### config.mk
export PLATFORM = sky130hd
export DESIGN_NAME = ptf_div_chain
export DESIGN_NICKNAME = d
export VERILOG_FILES = /design/src/hw/rtl/ptf_pkg.sv /design/src/hw/rtl/ptf_div_cell.sv /design/src/hw/rtl/ptf_div_chain.sv
export SDC_FILE = /design/constraint.sdc
export NUM_CORES = 1
export LEC_CHECK = 0
export ABC_AREA = 0
export CAP_MARGIN = 20
export CORE_MARGIN = 8
export CORE_UTILIZATION = 55
export CTS_CLUSTER_SIZE = 10
export DETAILED_ROUTE_END_ITERATION = 10
export DONT_BUFFER_PORTS = 1
export HOLD_SLACK_MARGIN = 0.03
export PLACE_DENSITY = 0.75
export SYNTH_ARGS = -nofsm -noshare
export SYNTH_HDL_FRONTEND = slang
export SYNTH_SLANG_ARGS = --single-unit
export TNS_END_PERCENT = 30
### constraint.sdc
create_clock -name clk -period 4 [get_ports clk]
set_input_delay 0.2 -clock clk [delete_from_list [all_inputs] [get_ports clk]]
set_output_delay 0.2 -clock clk [all_outputs]
set_load 0.01 [all_outputs]
### src/hw/rtl/ptf_pkg.sv
// ptf_pkg: shared constants, types and helper functions for the floor projection block
// no dependencies; imported by every module of the block

package ptf_pkg;

    localparam int DIM_W    = 13;
    localparam int PIX_W    = 12;
    localparam int ANG_W    = 18;
    localparam int MAX_SIDE = 4096;
    localparam int STAGES   = 28;

    // cos/sin width, cordic angle width
    localparam int CS_W = 34;
    localparam int Z_W  = 33;

    localparam int PI_Q15      = 102944;
    localparam int HALF_PI_Q15 = 51472;
    localparam int GAIN_Q30    = 652032874;

    localparam logic [30:0] RAY_MAX = 31'h7FFF_FFFF;

    localparam logic [31:0] ATAN_TAB [STAGES] = '{
        32'd843314856, 32'd497837829, 32'd263043836, 32'd133525158, 32'd67021686,
        32'd33543515, 32'd16775850, 32'd8388437, 32'd4194282, 32'd2097149,
        32'd1048575, 32'd524287, 32'd262143, 32'd131071, 32'd65535, 32'd32767,
        32'd16383, 32'd8191, 32'd4095, 32'd2047, 32'd1023, 32'd511, 32'd255,
        32'd127, 32'd63, 32'd31, 32'd15, 32'd7
    };

    typedef enum logic [2:0] {
        REG_IMAGE_WIDTH   = 3'd0,
        REG_IMAGE_HEIGHT  = 3'd1,
        REG_CAM_TILT      = 3'd2,
        REG_CAM_PAN       = 3'd3,
        REG_CAM_ELEVATION = 3'd4,
        REG_FOCAL_LEN     = 3'd5,
        REG_SENSOR_WIDTH  = 3'd6,
        REG_SENSOR_HEIGHT = 3'd7
    } cfg_reg_t;

    function automatic logic signed [31:0] sat32(input logic signed [35:0] v);
        logic signed [31:0] r;
        if (v > 36'sd2147483647)
        begin
            r = 32'sh7FFF_FFFF;
        end
        else if (v < -36'sd2147483648)
        begin
            r = 32'sh8000_0000;
        end
        else
        begin
            r = v[31:0];
        end
        return r;
    endfunction

endpackage

### src/hw/rtl/ptf_div_cell.sv
// ptf_div_cell: one restoring division step with a registered output
// uses ptf_pkg; instantiated in a row by ptf_div_chain

module ptf_div_cell
    import ptf_pkg::*;
#(
    parameter int DW = 13,
    parameter int QW = 17,
    parameter int TW = 1
)
(
    input  logic          clk,
    input  logic          rst_n,
    input  logic          en,
    input  logic          in_valid,
    input  logic [DW-1:0] in_rem,
    input  logic [QW-1:0] in_quo,
    input  logic [DW-1:0] in_dvs,
    input  logic [TW-1:0] in_tag,
    output logic          out_valid,
    output logic [DW-1:0] out_rem,
    output logic [QW-1:0] out_quo,
    output logic [DW-1:0] out_dvs,
    output logic [TW-1:0] out_tag
);

    logic          valid_reg;
    logic [DW-1:0] rem_reg, rem_next, dvs_reg;
    logic [QW-1:0] quo_reg, quo_next;
    logic [TW-1:0] tag_reg;
    logic [DW:0]   trial, diff;
    logic          take;

    assign trial    = {in_rem, in_quo[QW-1]};
    assign diff     = trial - {1'b0, in_dvs};
    assign take     = (trial >= {1'b0, in_dvs});
    assign rem_next = take ? diff[DW-1:0] : trial[DW-1:0];
    assign quo_next = {in_quo[QW-2:0], take};

    always_ff @(posedge clk or negedge rst_n)
    begin
        if (!rst_n)
        begin
            valid_reg <= 1'b0;
        end
        else if (en)
        begin
            valid_reg <= in_valid;
        end
    end

    always_ff @(posedge clk)
    begin
        if (en)
        begin
            rem_reg <= rem_next;
            quo_reg <= quo_next;
            dvs_reg <= in_dvs;
            tag_reg <= in_tag;
        end
    end

    assign out_valid = valid_reg;
    assign out_rem   = rem_reg;
    assign out_quo   = quo_reg;
    assign out_dvs   = dvs_reg;
    assign out_tag   = tag_reg;

endmodule

### src/hw/rtl/ptf_div_chain.sv
// ptf_div_chain: row of QW division cells, one quotient bit per cell and cycle
// while en is high; uses ptf_pkg and ptf_div_cell

module ptf_div_chain
    import ptf_pkg::*;
#(
    parameter int DW = 13,
    parameter int QW = 17,
    parameter int TW = 1
)
(
    input  logic          clk,
    input  logic          rst_n,
    input  logic          en,
    input  logic          in_valid,
    input  logic [DW-1:0] in_rem,
    input  logic [QW-1:0] in_quo,
    input  logic [DW-1:0] in_dvs,
    input  logic [TW-1:0] in_tag,
    output logic          out_valid,
    output logic [DW-1:0] out_rem,
    output logic [QW-1:0] out_quo,
    output logic [TW-1:0] out_tag
);

    logic          valid_w [QW+1];
    logic [DW-1:0] rem_w   [QW+1];
    logic [QW-1:0] quo_w   [QW+1];
    logic [DW-1:0] dvs_w   [QW+1];
    logic [TW-1:0] tag_w   [QW+1];

    assign valid_w[0] = in_valid;
    assign rem_w[0]   = in_rem;
    assign quo_w[0]   = in_quo;
    assign dvs_w[0]   = in_dvs;
    assign tag_w[0]   = in_tag;

    for (genvar i = 0; i < QW; i++)
    begin : g_cell
        ptf_div_cell #(.DW(DW), .QW(QW), .TW(TW)) u_cell (
            .clk       (clk),
            .rst_n     (rst_n),
            .en        (en),
            .in_valid  (valid_w[i]),
            .in_rem    (rem_w[i]),
            .in_quo    (quo_w[i]),
            .in_dvs    (dvs_w[i]),
            .in_tag    (tag_w[i]),
            .out_valid (valid_w[i+1]),
            .out_rem   (rem_w[i+1]),
            .out_quo   (quo_w[i+1]),
            .out_dvs   (dvs_w[i+1]),
            .out_tag   (tag_w[i+1])
        );
    end

    assign out_valid = valid_w[QW];
    assign out_rem   = rem_w[QW];
    assign out_quo   = quo_w[QW];
    assign out_tag   = tag_w[QW];

endmodule

==> results of run 1 <==
cells by family (layout without fill, tap and decap cells):
family / Yosys count / in the layout / share of synthesized area
muxes: 238 / 238 / 0.0723
DFF: 752 / 752 / 0.619
and+or+nand+nor: 426 / 426 / 0.0590
adders and majority gates: 238 / 238 / 0.0854
buffers and inverters: 311 / 478 / 0.0341
xor gates and xnor gates: 137 / 137 / 0.0330
AOI/OAI and AO/OA: 498 / 498 / 0.0972
power by group through the flow:
stage	clock [mW]	sequential, mW	combinational [mW]
after global placement	0	12.1	10.4
after CTS	7.10	12.0	11.1
final	6.89	12.1	11.2
after detailed placement	0	12.2	10.8
after global routing	7.41	12.2	12.3
after floorplan	0	11.7	9.02
sequential cells by signal (all words and copies together), names as in the netlist:
signal	cells
g_cell.u_cell.out_quo	289
g_cell.u_cell.out_tag	17
g_cell.u_cell.out_valid	17
g_cell.u_cell.out_rem	221
g_cell.u_cell.out_dvs	208
routing by layer:
| metal | GRT usage | vias up | share of wire |
|---|---|---|---|
| li1 | - | 10000 | - |
| met2 | 0.285 | 477 | 0.48 |
| met5 | 0 | - | 0.00019 |
| met4 | 0.0581 | 2 | 0.025 |
| met3 | 0.0333 | 115 | 0.051 |
| met1 | 0.221 | 9991 | 0.44 |
per-stage QoR:
step	cell area, um2	hold slack, ps	power [mW]	utilization	worst slack [ps]
final	40400	-84.5	30.1	0.615	599
after global routing	40400	-160	31.9	0.615	390
after CTS	40400	-281	30.3	0.615	567
after detailed placement	37300	-95.1	23.0	0.569	571
after global placement	37300	-95.0	22.5	0.569	625
after floorplan	36300	-95.6	20.7	-	1060
layout by cell type (no fill, tap or decap), types with 13 or more instances in the layout:
| cell | netlist | layout |
|---|---|---|
| edfxtp_1 | 735 | 735 |
| inv_1 | 286 | 286 |
| ha_1 | 221 | 221 |
| mux2_2 | 161 | 161 |
| nor2_1 | 115 | 115 |
| a21oi_1 | 113 | 113 |
| clkbuf_16 | 0 | 88 |
| nand2_1 | 87 | 87 |
| o21ai_0 | 86 | 85 |
| xnor2_1 | 81 | 81 |
| dlygate4sd3_1 | 0 | 64 |
| o21a_1 | 58 | 58 |
| xor2_1 | 56 | 56 |
| nor3_1 | 53 | 53 |
| a21o_1 | 50 | 50 |
| mux2i_1 | 42 | 42 |
| nor2b_1 | 40 | 40 |
| mux2_1 | 35 | 35 |
| nand4_1 | 30 | 30 |
| a211oi_1 | 21 | 21 |
| nand2b_1 | 21 | 21 |
| o211ai_1 | 19 | 19 |
| nand3_1 | 18 | 18 |
| o31a_1 | 17 | 17 |
| fa_1 | 17 | 17 |
| clkbuf_1 | 9 | 17 |
| dfrtp_1 | 17 | 17 |
| a21boi_0 | 15 | 15 |
| a31oi_1 | 13 | 13 |
path summary, 6_finish.rpt:
check	startpoint	end	slack, ps	cells past startpoint
min in group asynchronous	rst_n	g_cell[14].u_cell.out_valid	80	1
hold reg to reg	g_cell[1].u_cell.out_quo[13]	g_cell[2].u_cell.out_quo[14]	410	0
hold / removal	en	g_cell[3].u_cell.out_quo[11]	-80	0
setup / recovery	g_cell[8].u_cell.out_dvs[2]	g_cell[9].u_cell.out_rem[4]	600	9
setup reg to reg	g_cell[8].u_cell.out_dvs[2]	g_cell[9].u_cell.out_rem[4]	600	9
max in group asynchronous	rst_n	g_cell[5].u_cell.out_valid	3450	1
worst reg2reg max path, delay by kind of cell, from the launching register on:
kind                     cells  cell delay (ps)
adder cells (fa/ha/maj)      1              370
AND/OR/NAND/NOR              1              170
flip-flops                   1              460
buffers and inverters        2              390
multiplexers                 1              370
AO/OA/AOI/OAI                4             1410
final cells by class:
class / count / share of cell area
flip-flops and latches: 752 / 0.557
multi-input cells: 1537 / 0.312
clock buffers: 105 / 0.0561
well taps: 864 / 0.0268
inverters: 286 / 0.0266
repair buffers: 74 / 0.0177
clock inverters: 13 / 0.00359
what timing repair did:
action | in CTS | in global routing
hold endpoints to repair | 724 | 24
hold buffers | 63 | 1
gates resized for setup | 0 | 0
==> impl_metrics.csv, run 1 <==
group,metric,value,unit
synth,ys_ff_latch,752,
floorplan,die_area,74600,um2
setup_path,critical-path-top-delay-family,"compound AO/OA/AOI/OAI gates",
cells_and_area,instances_no_fill,3631,
run_status,violations,"hold timing, slew limit",
global_route,grt_max_degree,753,
setup_path,cp_num_buf_inv,2,
sta,period_share,0.850,
synth,syn_nets,2886,
floorplan,die_y,273,um
clock_tree,cts_buffer_depth,3,
power_and_ir_drop,p_int,20.6,mW
sta,setup_viol,0,
sta,fin_worst_skew,17.8,ps
clock_tree,cts-root-buf,"clkbuf_16",
detailed_routing,routed_wl,64.5,mm
synth,avgSynthCellArea,14.0,um2
synth,yosys.cell_types.count,74,
global_route,grt_pass1_vias,20800,
cells_and_area,antennaDiodeCount,0,
sta,rsz0062_at_grt,"no",
clock_tree,cts_buffers,87,
setup_path,criticalPathCategory,"register to register",
detailed_routing,drt_iter0_markers,1279,
synth,seq_area_frac_synth,0.619,
global_route,antenna_found_initial,1,
worst_hold_path,min_path_type,"input pin to register",
floorplan,row_count,94,
floorplan,pin_count,80,
power_and_ir_drop,power_per_cell_area,746,nW/um2
setup_path,crit_path_max_fanout,8,
synth,yosys_warnings,0,
setup_path,crit_path_start_kind,"register",
sta,final-hold-violation-count,1,
clock_tree,cts_tree,"yes",
clock_tree,cts_max_level,3,
sta,fmax,0.294,GHz
sta,slew_headroom,-1.03,
synth,syn_area,36300,um2
synth,async_reset_ff_frac,0.0226,
place,numPortBuffers,0,
floorplan,start_util,0.554,
clock_tree,postCtsSetupBuffers,0,
synth,yosysTopAreaCellShare,0.607,
global_route,grt_pass1_wl,104,mm
sta,worst_pin_slew,3050,ps
detailed_routing,num_vias,20600,
power_and_ir_drop,p_switching,9.51,mW
setup_path,cpPeakStageDelay,690,ps
cells_and_area,multi_input_area,12600,um2
setup_path,worstPathRequired,4360,ps
clock_tree,clk_latency,620,ps
synth,syn-instance-count,2600,
synth,synth_ff_type,"edfxtp_1",
cells_and_area,syn_to_final_growth,11.1,%
sta,setup_tns,0,ps
power_and_ir_drop,p_leak,15.6,nW
place,dpl.hpwl,43.9,mm
floorplan,coreArea,65600,um2
sta,drv_slew,675,
detailed_routing,avgRoutedWirePerCell,17.8,um
cells_and_area,regArea,22500,um2
floorplan,die_w,273,um
place,globalplace.congestion,0.896,
run,maxCapViolCount,0,
synth,synth_common_cells,"735 x edfxtp_1, 286 x inv_1, 221 x ha_1",
detailed_routing,drc_errors,0,
global_route,grt_overflow_total,0,
power_and_ir_drop,vdd_ir_drop_max,0.351,mV
detailed_routing,viasPerCell,5.67,
power_and_ir_drop,switching_share,0.316,
synth,synth_area_leaders,"edfxtp_1 61%, ha_1 7.6%, mux2_2 5.0%",
cells_and_area,fillers,4841,
power_and_ir_drop,combPwrFrac,0.371,
synth,yosysTopAreaCell,"edfxtp_1",
global_route,grt_util_all_layers,0.170,
run_status,outcome,"complete, but fails checks",
clock_tree,clk_transition_reported_paths,50,ps
setup_path,end_kind,"register",
sta,hold_slack,-84.5,ps
detailed_routing,ant_nets,0,
power_and_ir_drop,seqPwrFrac,0.400,
setup_path,cp.arrival,3760,ps
power_and_ir_drop,p_clk_frac,0.229,
cells_and_area,final_nets,3024,
setup_path,cp_slowest_cell,"a2111oi_4",
synth,synth_edf_count,735,
cells_and_area,layout-drive-gt1-share,0.109,
place,numPlacedInstances,3449,
detailed_routing,first_pass_iters,6,
sta,final.min_clock_period,3400,ps
clock_tree,cts_num_sinks,752,
setup_path,crit_chain,"inv_1, ha_1, nor2b_1, o31a_1, o21ai_1, o211ai_1, a2111oi_4, buf_4, mux2_2",
synth,synth.most_common_cell,"edfxtp_1",
Power figures use the tool's default switching activity.
==> inputs of run 2 (changes only) <==
--- a/config.mk
+++ b/config.mk
@@ -8,12 +8,12 @@
 export ABC_AREA = 0
 export CAP_MARGIN = 20
 export CORE_MARGIN = 8
-export CORE_UTILIZATION = 55
+export CORE_UTILIZATION = 35
 export CTS_CLUSTER_SIZE = 10
 export DETAILED_ROUTE_END_ITERATION = 10
 export DONT_BUFFER_PORTS = 1
 export HOLD_SLACK_MARGIN = 0.03
-export PLACE_DENSITY = 0.75
+export PLACE_DENSITY = 0.54
 export SYNTH_ARGS = -nofsm -noshare
 export SYNTH_HDL_FRONTEND = slang
 export SYNTH_SLANG_ARGS = --single-unit
==> run 2 against run 1 <==
Effect of this change:
- fmax is 3.4% lower
- via count increased by 0.53%
- the run ends with slew limit left
- critical path depth shrank 1
- critical path type unchanged
- non-clock buffer count decreased by 9
- highest routed layer is now met4
==> impl_metrics.csv, run 2 (synthesis results as in run 1) <==
group,metric,value,unit
sta,final-hold-violation-count,0,
global_route,grt_overflow_total,0,
clock_tree,clk_latency,670,ps
floorplan,start_util,0.352,
detailed_routing,first_pass_iters,5,
clock_tree,cts_buffer_depth,3,
clock_tree,cts_buffers,91,
global_route,grt_pass1_wl,110,mm
setup_path,crit_path_max_fanout,14,
clock_tree,cts_resized,0,
worst_hold_path,hp-start,"in_rem[4]",
setup_path,rr_worst_depth,8,
setup_path,r2r_end,"g_cell[2].u_cell.out_rem[6]",
place,globalplace.congestion,0.884,
setup_path,crit_path_start_kind,"register",
clock_tree,clk_transition_reported_paths,50,ps
global_route,grt_max_degree,595,
floorplan,coreArea,103000,um2
cells_and_area,layout-drive-gt1-share,0.115,
cells_and_area,fillers,9474,
worst_hold_path,whs_endpoint,"g_cell[0].u_cell.out_rem[5]",
setup_path,cp_slowest_cell,"a311oi_4",
clock_tree,cts-hold-fix-buffers,51,
cells_and_area,layout_common_cells,"735 x edfxtp_1, 286 x inv_1, 221 x ha_1, 161 x mux2_2, 115 x nor2_1",
setup_path,cpPeakStageDelay,850,ps
clock_tree,cts_max_level,3,
sta,worst_pin_slew,2420,ps
floorplan,pin_count,80,
worst_hold_path,hold_path_depth,3,
clock_tree,postCtsSetupBuffers,0,
power_and_ir_drop,power_per_cell_area,750,nW/um2
run_status,violations,"slew limit",
power_and_ir_drop,p_leak,15.7,nW
detailed_routing,num_vias,20700,
detailed_routing,routed_wl,68.5,mm
place,dpl.hpwl,45.6,mm
global_route,grt_util_all_layers,0.116,
clock_tree,cts_num_sinks,752,
floorplan,die_y,338,um
clock_tree,cts-root-buf,"clkbuf_16",
detailed_routing,drt_iter0_markers,1123,
setup_path,cp.arrival,3910,ps
sta,setup_tns,0,ps
run_status,outcome,"complete, but fails checks",
detailed_routing,avgRoutedWirePerCell,16.5,um
setup_path,end_kind,"register",
sta,final.min_clock_period,3520,ps
place,numPortBuffers,0,
sta,rsz0062_at_grt,"no",
run,maxCapViolCount,0,
setup_path,cp_num_buf_inv,0,
cells_and_area,largest_reg_flops,289,
sta,fmax,0.284,GHz
setup_path,r2r_slack,480,ps
clock_tree,cts_tree,"yes",
setup_path,worstPathRequired,4390,ps
setup_path,crit_start,"g_cell[1].u_cell.out_rem[1]",
detailed_routing,viasPerCell,4.98,
worst_hold_path,min_path_type,"input pin to register",
place,place_area,38000,um2
sta,slew_headroom,-0.610,
cells_and_area,design_area,41200,um2
cells_and_area,final_nets,3019,
setup_path,criticalPathCategory,"register to register",
detailed_routing,drc_errors,0,
sta,period_share,0.880,
floorplan,die_area,114000,um2
setup_path,critical-path-top-delay-family,"compound AO/OA/AOI/OAI gates",
detailed_routing,ant_nets,0,
power_and_ir_drop,vdd_ir_drop_max,0.363,mV
floorplan,die_w,338,um
global_route,antenna_found_initial,0,
sta,fin_worst_skew,29.5,ps
sta,drv_slew,569,
cells_and_area,layout_commonest_cell,"edfxtp_1",
cells_and_area,antennaDiodeCount,0,
floorplan,row_count,118,
sta,setup_viol,0,
setup_path,crit_chain,"ha_1, nor2b_1, o21ai_1, a21oi_1, a211oi_2, o211ai_1, a311oi_4, mux2_2",
setup_path,timing.rr.start,"g_cell[1].u_cell.out_rem[1]",
cells_and_area,syn_to_final_growth,13.5,%
power_and_ir_drop,finalPower,30.9,mW
global_route,grt_pass1_vias,21500,
-- run 2: through the flow --
step	utilization	setup WS (ps)	hold WS, ps	std cells
after global placement	0.368	644	-95.0	3969
after CTS	0.400	523	36.5	4158
after floorplan	-	1060	-95.6	2600
after global routing	0.400	255	93.9	4158
final	0.400	480	91.9	4158
after detailed placement	0.368	542	-95.0	3969
-- run 2: area by class of cell --
class                      count  area, um2  area share
clock inverter                22        283     0.00686
inverter                     286       1070      0.0260
tap                         1380       1730      0.0419
multi-input combinational   1537      12600       0.306
sequential                   752      22500       0.546
clock buffer                 116       2410      0.0585
timing repair buffer          65        633      0.0154
-- run 2: worst register-to-register path: stages, from the launching register on --
cell	delay [ps]
edfxtp_1	390
ha_1	370
nor2b_1	160
o21ai_1	170
a21oi_1	140
a211oi_2	490
o211ai_1	270
a311oi_4	850
mux2_2	420
-- run 2: where the power goes --
group          switching (mW)  internal, mW
Sequential              0.887          11.1
Combinational            5.86          5.47
Clock                    3.17          4.48
-- run 2: worst max path at each step --
stage / cells after the start / to
detailed placement: 8 / g_cell[2].u_cell.out_rem[10]
global placement: 10 / g_cell[2].u_cell.out_rem[7]
CTS: 8 / g_cell[2].u_cell.out_rem[6]
floorplan: 10 / g_cell[10].u_cell.out_rem[10]
finish: 8 / g_cell[2].u_cell.out_rem[6]
global route: 10 / g_cell[1].u_cell.out_rem[3]
-- run 2: metal layers --
layer,routed length (um),GRT usage
met5,0,0
met4,2590,0.0538
met1,30000,0.141
met2,32700,0.195
met3,3250,0.0235
